## config.mk

```make
export PLATFORM = sky130hd
export DESIGN_NAME = can_bit_timing_search
export DESIGN_NICKNAME = d
export VERILOG_FILES = /design/src/hdl/cbts_pkg.sv /design/src/hdl/can_bit_timing_search.sv /design/src/hdl/cbts_divider.sv /design/src/hdl/cbts_search.sv
export SDC_FILE = /design/constraint.sdc
export NUM_CORES = 1
export LEC_CHECK = 0
export BUFFER_PORTS_ARGS = -buffer_cell sky130_fd_sc_hd__buf_2
export CORE_AREA = 5 5 157 129
export DETAILED_ROUTE_END_ITERATION = 8
export DIE_AREA = 0 0 162 134
export PLACE_DENSITY = 0.79
export SLEW_MARGIN = 20
export SYNTH_ARGS = -nofsm -noshare
export SYNTH_HDL_FRONTEND = slang
export SYNTH_SLANG_ARGS = --single-unit
```

## constraint.sdc

```tcl
create_clock -name clk -period 3.3 [get_ports clk]
set_input_delay 0.33 -clock clk [delete_from_list [all_inputs] [get_ports clk]]
set_output_delay 0.33 -clock clk [all_outputs]
set_load 0.005 [all_outputs]
```

## src/hdl/cbts_pkg.sv

```systemverilog
`default_nettype none
package cbts_pkg;

  localparam int unsigned ClkW      = 32;
  localparam int unsigned BaudW     = 20;
  localparam int unsigned PreW      = 4;
  localparam int unsigned WordW     = 15;
  localparam int unsigned QuantaW   = 5;
  localparam int unsigned SegIdxW   = 4;
  localparam int unsigned StepW     = 5;
  localparam int unsigned BaseW     = 10;
  localparam int unsigned Step3W    = 6;
  localparam int unsigned RowW      = 11;
  localparam int unsigned ProdW     = 14;
  localparam int unsigned CntW      = 5;

  localparam logic [PreW-1:0]    PreLast    = 4'd15;
  localparam logic [QuantaW-1:0] QuantaLast = 5'd31;
  localparam logic [SegIdxW-1:0] SegLast    = 4'd14;
  localparam logic [2:0]         SjwLimit   = 3'd3;

  typedef enum logic [1:0] {
    ST_IDLE,
    ST_DIV,
    ST_SEARCH,
    ST_HOLD
  } cbts_state_t;

  // found sits in the lowest bit
  typedef struct packed {
    logic [WordW-1:0] timing_word;
    logic [PreW-1:0]  prescale;
    logic             found;
  } cbts_result_t;

  // seg_idx is the segment total minus three
  function automatic logic [WordW-1:0] timing_word_of(
    input logic [QuantaW-1:0] quanta_m1,
    input logic [SegIdxW-1:0] seg_idx
  );
    logic [2:0] s1;
    logic [2:0] s2;
    logic [1:0] sjw;
    s1  = seg_idx[3:1];
    s2  = 3'(seg_idx - {1'b0, s1});
    sjw = (s1 > SjwLimit) ? SjwLimit[1:0] : s1[1:0];
    return {s2, 1'b0, s1, sjw, 1'b0, quanta_m1};
  endfunction

endpackage
`default_nettype wire

```

## src/hdl/can_bit_timing_search.sv

```systemverilog
`default_nettype none
// Channel   Dir  tdata fields (low bit first)
// s_axis    in   clock_rate[31:0], bit_rate[51:32], zero pad to 56 bits
// m_axis    out  found[0], prescale[4:1], timing_word[19:5], zero pad to 24 bits
//
// A request runs first through a bit-serial divider, then through the search at one
// step per cycle, each step one equality compare against a product built by adds.
// A zero bit rate skips both and goes straight to the hold state with an all-zero result.
// The block takes a new request once the previous one sits in the output
// register, even while that result still waits on m_axis_tready.
// Synchronous active-high reset clears the sequencer and the output valid.
module can_bit_timing_search (
  input  wire logic        clk,
  input  wire logic        rst,
  input  wire logic        s_axis_tvalid,
  output logic             s_axis_tready,
  input  wire logic [55:0] s_axis_tdata,   // clock_rate, bit_rate
  output logic             m_axis_tvalid,
  input  wire logic        m_axis_tready,
  output logic [23:0]      m_axis_tdata    // found, prescale, timing_word
);
  import cbts_pkg::*;

  cbts_state_t  state;
  cbts_state_t  state_next;
  cbts_result_t res;
  cbts_result_t search_res;
  logic [BaudW-1:0] baud;
  logic [ClkW-1:0]  per_bit;
  logic             accept;
  logic             div_start;
  logic             div_done;
  logic             search_done;
  logic             out_load;
  logic             out_free;

  assign baud     = s_axis_tdata[ClkW+BaudW-1:ClkW];
  assign accept   = s_axis_tvalid && s_axis_tready;
  assign out_free = !m_axis_tvalid || m_axis_tready;

  cbts_divider u_div (
    .clk      (clk),
    .rst      (rst),
    .start    (div_start),
    .dividend (s_axis_tdata[ClkW-1:0]),
    .divisor  (baud),
    .done     (div_done),
    .quotient (per_bit)
  );

  cbts_search u_search (
    .clk    (clk),
    .rst    (rst),
    .start  (div_done),
    .per_bit(per_bit),
    .done   (search_done),
    .result (search_res)
  );

  always_comb begin
    state_next = state;
    unique case (state)
      ST_IDLE: begin
        if (accept) begin
          state_next = (baud == '0) ? ST_HOLD : ST_DIV;
        end
      end
      ST_DIV: begin
        if (div_done) begin
          state_next = ST_SEARCH;
        end
      end
      ST_SEARCH: begin
        if (search_done) begin
          state_next = ST_HOLD;
        end
      end
      ST_HOLD: begin
        if (out_free) begin
          state_next = ST_IDLE;
        end
      end
      default: state_next = ST_IDLE;
    endcase
  end

  always_comb begin
    s_axis_tready = 1'b0;
    div_start     = 1'b0;
    out_load      = 1'b0;
    unique case (state)
      ST_IDLE: begin
        s_axis_tready = 1'b1;
        div_start     = s_axis_tvalid && (baud != '0);
      end
      ST_HOLD:   out_load = out_free;
      ST_DIV:    ;
      ST_SEARCH: ;
      default:   ;
    endcase
  end

  always_ff @(posedge clk) begin
    if (rst) begin
      state         <= ST_IDLE;
      m_axis_tvalid <= 1'b0;
    end else begin
      state <= state_next;
      if (out_load) begin
        m_axis_tvalid <= 1'b1;
      end else if (m_axis_tready) begin
        m_axis_tvalid <= 1'b0;
      end
    end
  end

  // zero bit rate leaves an all-zero result
  always_ff @(posedge clk) begin
    if (accept) begin
      res <= '0;
    end else if (search_done) begin
      res <= search_res;
    end
    if (out_load) begin
      m_axis_tdata <= {{(24-WordW-PreW-1){1'b0}}, res};
    end
  end

`ifndef SYNTHESIS
  a_div_done_state: assert property (@(posedge clk) disable iff (rst)
    div_done |-> state == ST_DIV)
    else $error("divider finished outside the divide phase");

  a_search_done_state: assert property (@(posedge clk) disable iff (rst)
    search_done |-> state == ST_SEARCH)
    else $error("search finished outside the search phase");

  a_miss_is_zero: assert property (@(posedge clk) disable iff (rst)
    (m_axis_tvalid && !m_axis_tdata[0]) |-> m_axis_tdata[19:1] == '0)
    else $error("not-found result carries nonzero fields");

  a_load_sets_valid: assert property (@(posedge clk) disable iff (rst)
    out_load |=> m_axis_tvalid)
    else $error("output load did not raise valid");
`endif

endmodule
`default_nettype wire

```

## src/hdl/cbts_divider.sv

```systemverilog
`default_nettype none
module cbts_divider (
  input  wire logic                       clk,
  input  wire logic                       rst,
  input  wire logic                       start,
  input  wire logic [cbts_pkg::ClkW-1:0]  dividend,
  input  wire logic [cbts_pkg::BaudW-1:0] divisor,
  output logic                            done,
  output logic [cbts_pkg::ClkW-1:0]       quotient
);
  import cbts_pkg::*;

  logic                 busy;
  logic [CntW-1:0]      cnt;
  logic [BaudW-1:0]     rem;
  logic [BaudW-1:0]     dvs;
  logic [ClkW-1:0]      work;
  logic [BaudW:0]       trial;
  logic                 ge;
  logic [BaudW:0]       diff;

  assign trial    = {rem, work[ClkW-1]};
  assign ge       = trial >= {1'b0, dvs};
  assign diff     = trial - {1'b0, dvs};
  assign quotient = work;

  always_ff @(posedge clk) begin
    if (rst) begin
      busy <= 1'b0;
      done <= 1'b0;
      cnt  <= '0;
    end else begin
      done <= 1'b0;
      if (start) begin
        busy <= 1'b1;
        cnt  <= '0;
      end else if (busy) begin
        cnt <= cnt + 1'b1;
        if (cnt == CntW'(ClkW - 1)) begin
          busy <= 1'b0;
          done <= 1'b1;
        end
      end
    end
  end

  // one quotient bit per cycle, restoring
  always_ff @(posedge clk) begin
    if (start) begin
      rem  <= '0;
      dvs  <= divisor;
      work <= dividend;
    end else if (busy) begin
      rem  <= ge ? diff[BaudW-1:0] : trial[BaudW-1:0];
      work <= {work[ClkW-2:0], ge};
    end
  end

endmodule
`default_nettype wire

```

## src/hdl/cbts_search.sv

```systemverilog
`default_nettype none
module cbts_search (
  input  wire logic                      clk,
  input  wire logic                      rst,
  input  wire logic                      start,
  input  wire logic [cbts_pkg::ClkW-1:0] per_bit,
  output logic                           done,
  output cbts_pkg::cbts_result_t         result
);
  import cbts_pkg::*;

  logic                busy;
  logic [PreW-1:0]     pre;
  logic [QuantaW-1:0]  qm1;
  logic [SegIdxW-1:0]  seg;
  logic [StepW-1:0]    step;
  logic [BaseW-1:0]    base;
  logic [Step3W-1:0]   step3;
  logic [RowW-1:0]     row;
  logic [ProdW-1:0]    prod;

  logic                hit;
  logic [StepW-1:0]    step_inc;
  logic [Step3W-1:0]   step3_inc;
  logic [RowW-1:0]     row_inc;

  assign hit       = per_bit == {{(ClkW-ProdW){1'b0}}, prod};
  assign step_inc  = step + 1'b1;
  assign step3_inc = {step_inc, 1'b0} + Step3W'(step_inc);
  assign row_inc   = row + RowW'(step3);

  always_ff @(posedge clk) begin
    if (rst) begin
      busy <= 1'b0;
      done <= 1'b0;
    end else begin
      done <= 1'b0;
      if (start) begin
        busy <= 1'b1;
      end else if (busy) begin
        if (hit || (seg == SegLast && qm1 == QuantaLast && pre == PreLast)) begin
          busy <= 1'b0;
          done <= 1'b1;
        end
      end
    end
  end

  // walk prescale, then quanta, then segment total; the product grows by adds
  always_ff @(posedge clk) begin
    if (start) begin
      pre   <= '0;
      qm1   <= '0;
      seg   <= '0;
      step  <= StepW'(1);
      base  <= BaseW'(1);
      step3 <= Step3W'(3);
      row   <= RowW'(3);
      prod  <= ProdW'(3);
    end else if (busy) begin
      if (hit) begin
        result.found       <= 1'b1;
        result.prescale    <= pre;
        result.timing_word <= timing_word_of(qm1, seg);
      end else begin
        result <= '0;
        if (seg != SegLast) begin
          seg  <= seg + 1'b1;
          prod <= prod + ProdW'(base);
        end else if (qm1 != QuantaLast) begin
          qm1  <= qm1 + 1'b1;
          seg  <= '0;
          base <= base + BaseW'(step);
          row  <= row_inc;
          prod <= ProdW'(row_inc);
        end else begin
          pre   <= pre + 1'b1;
          qm1   <= '0;
          seg   <= '0;
          step  <= step_inc;
          base  <= BaseW'(step_inc);
          step3 <= step3_inc;
          row   <= RowW'(step3_inc);
          prod  <= ProdW'(step3_inc);
        end
      end
    end
  end

endmodule
`default_nettype wire
```

==> qor.yml <==
sta:
  rsz0062_at_grt: "no"
  setup_viol_count_final: 0
  fin_setup_tns_ns: 0
  hold-worst-slack_ns: 0.0737
  min_period_ns: 2.76
  relSlewSlack: 0.345
  tightest_slew_ns: 0.983
  fin_worst_skew_ns: 0.0137
  max_freq_mhz: 363
  setup_slack_ns: 0.543
  finalMaxSlewViolations: 0
  final-hold-violation-count: 0
  finalCritPeriodShare: 0.836
clock_network:
  h-tree-depth: 4
  clockBufferDepth: 2
  post_cts_resized: 0
  cts_tree: "built"
  cts_setup_buffers: 0
  cts_root_buf: "clkbuf_16"
  clk_latency_ns: 0.44
  cts_sinks: 196
  cts_hold_buf: 0
  cts_buffers: 17
  clk_pin_slew_ns: 0.08
synthesis:
  synth_top_area_frac: 0.244
  netlist_top_cells_area: "edfxtp_1, dfxtp_1, ha_1, nand2_1, nor2_1"
  yosysMostFrequentCell: "nand2_1"
  synth_area_leader_cell: "edfxtp_1"
  ys_seq_area_frac: 0.444
  synth_common_cells: "nand2_1, dfxtp_1, nor2_1"
  yosys_warnings: 0
  synth_seq_cells: 196
  synth_area_mm2: 0.0108
  synthFlopType: "dfxtp_1"
  post_synth.cell_area_avg_um2: 9.55
  synth.distinct_cells: 84
  synth_cells: 1132
  synth_edf_count: 88
  async_reset_ff_frac: 0
floorplanning:
  io_pins: 86
  die_y_um: 134
  rows: 45
  dieWidth_um: 162
  coreArea_mm2: 0.0186
  start_util: 0.582
  fp.dieArea_mm2: 0.0217
place:
  placed_cell_area_mm2: 0.0114
  dpl.hpwl_mm: 17.5
  post-place-ws_ns: 0.590
  port_buffers: 75
  place.gp.congestion: 0.910
drt:
  postRouteAntennaNets: 0
  vias: 8771
  vias_per_cell: 6.05
  remaining_drc_errors: 0
  routed_wl_mm: 25.0
  dr.pass1.iters: 5
  wl_per_cell_um: 17.3
  dr.first_iter.drc_count: 787
final_layout:
  fillers: 1450
  syn_to_final_growth_pct: 11.5
  layout-drive-gt1-share: 0.141
  num_antenna_cells: 0
  seq_area_mm2: 0.00480
  fin_area_mm2: 0.0121
  multiInputGateArea_mm2: 0.00552
  final_nets: 1327
run:
  drv_cap: 0
global_route:
  grt_usage: 0.231
  grt_max_degree: 59
  grt_pass1_wl_mm: 41.2
  grt_pass1_vias: 8287
  overflow: 0
  antenna_found_initial: 0
critical_path:
  crit_path_end_kind: "flop"
  arrival_ns: 3.06
  crit_path_max_fanout: 9
  cp.required_ns: 3.61
  crit_type: "flop to flop"
  crit_path_start_kind: "flop"
pwr:
  power_mw: 7.83
  power.leakage_nw: 4.96
  power_density_mw_per_mm2: 649
  vdd_drop_max_uv: 463
outcome:
  status: "completed"
hold_path:
  hold_class: "primary input to flop"
-- worst max-delay path, stage by stage (launching register included) --
cell      delay [ns]
dfxtp_1         0.54
ha_1            0.31
xor2_1          0.28
ha_1            0.29
a21oi_1         0.31
o21ai_0         0.18
xnor2_1         0.30
nor2_1          0.07
a211oi_1        0.26
nor3_2          0.07
-- flip-flops by register name (all words and copies together), names as in the netlist, 2 cells and up --
name             cells
u_div.quotient      32
u_div.dvs           20
u_div.rem           20
m_axis_tdata        18
res                 18
u_search.result     18
u_search.prod       14
u_search.row        11
u_search.base       10
u_search.step3       6
u_div.cnt            5
u_search.qm1         5
u_search.pre         4
u_search.seg         4
u_search.step        4
state                2
-- path summary, 6_finish.rpt --
kind | endpoint | depth (start not counted) | startpoint | slack, ns
hold / removal | u_div.dvs[14] | 1 | s_axis_tdata[46] | 0.07
hold reg to reg | m_axis_tdata[13] | 0 | res[13] | 0.43
setup reg to reg | u_search.row[5] | 9 | u_search.step3[0] | 0.54
setup / recovery | u_search.row[5] | 9 | u_search.step3[0] | 0.54
-- cells in the final DEF, fill, tap and decap left out, types with 7 or more instances in the layout --
cell,count
a211oi_1,29
nor3_1,13
edfxtp_1,88
xor2_1,21
o21ai_0,53
nor2b_1,9
xnor2_1,35
o31ai_1,9
mux2i_1,30
o211ai_1,13
nand4_1,12
buf_2,75
a31oi_1,7
and2_1,8
o21bai_1,8
inv_1,55
nand3_1,37
o21ai_1,11
nor2_1,101
a21o_1,8
dfxtp_1,108
a21oi_1,48
o31a_1,8
nand2_1,145
buf_4,28
o21a_1,8
or3_1,11
and3_1,20
ha_1,61
nor4_1,13
clkbuf_16,17
-- metal layers --
layer	routed length, um	GRT usage	vias to the layer above
met5	0	0	-
met4	415	0.0770	0
met3	1770	0.0384	33
met2	11000	0.348	322
met1	11800	0.340	4156
li1	-	-	4260
-- power by group --
group	internal [mW]	switching (mW)	total [mW]
registers	3.05	0.275	3.32
clock network	1.11	1.06	2.17
logic	0.921	1.41	2.33
-- stage by stage --
step,utilization,std cells
after floorplan,-,1137
after global placement,0.615,1417
after detailed placement,0.615,1417
after CTS,0.649,1449
after global routing,0.649,1449
final,0.649,1449
-- final cells by class --
class,count,area share
flip-flops and latches,196,0.399
inverters,58,0.0181
repair buffers,103,0.0486
clock inverters,15,0.0171
multi-input cells,825,0.458
well taps,235,0.0244
clock buffers,17,0.0353
-- logic make-up after synthesis --
family                   after synthesis  synth area share
AND/OR/NAND/NOR                      396             0.174
AO/OA/AOI/OAI                        266             0.175
adder cells (fa/ha/maj)               66            0.0799
multiplexers                          35            0.0330
buffers and inverters                116            0.0480
flip-flops                           196             0.444
other                                  1          0.000347
XOR/XNOR                              56            0.0454
Power figures use the tool's default switching activity.
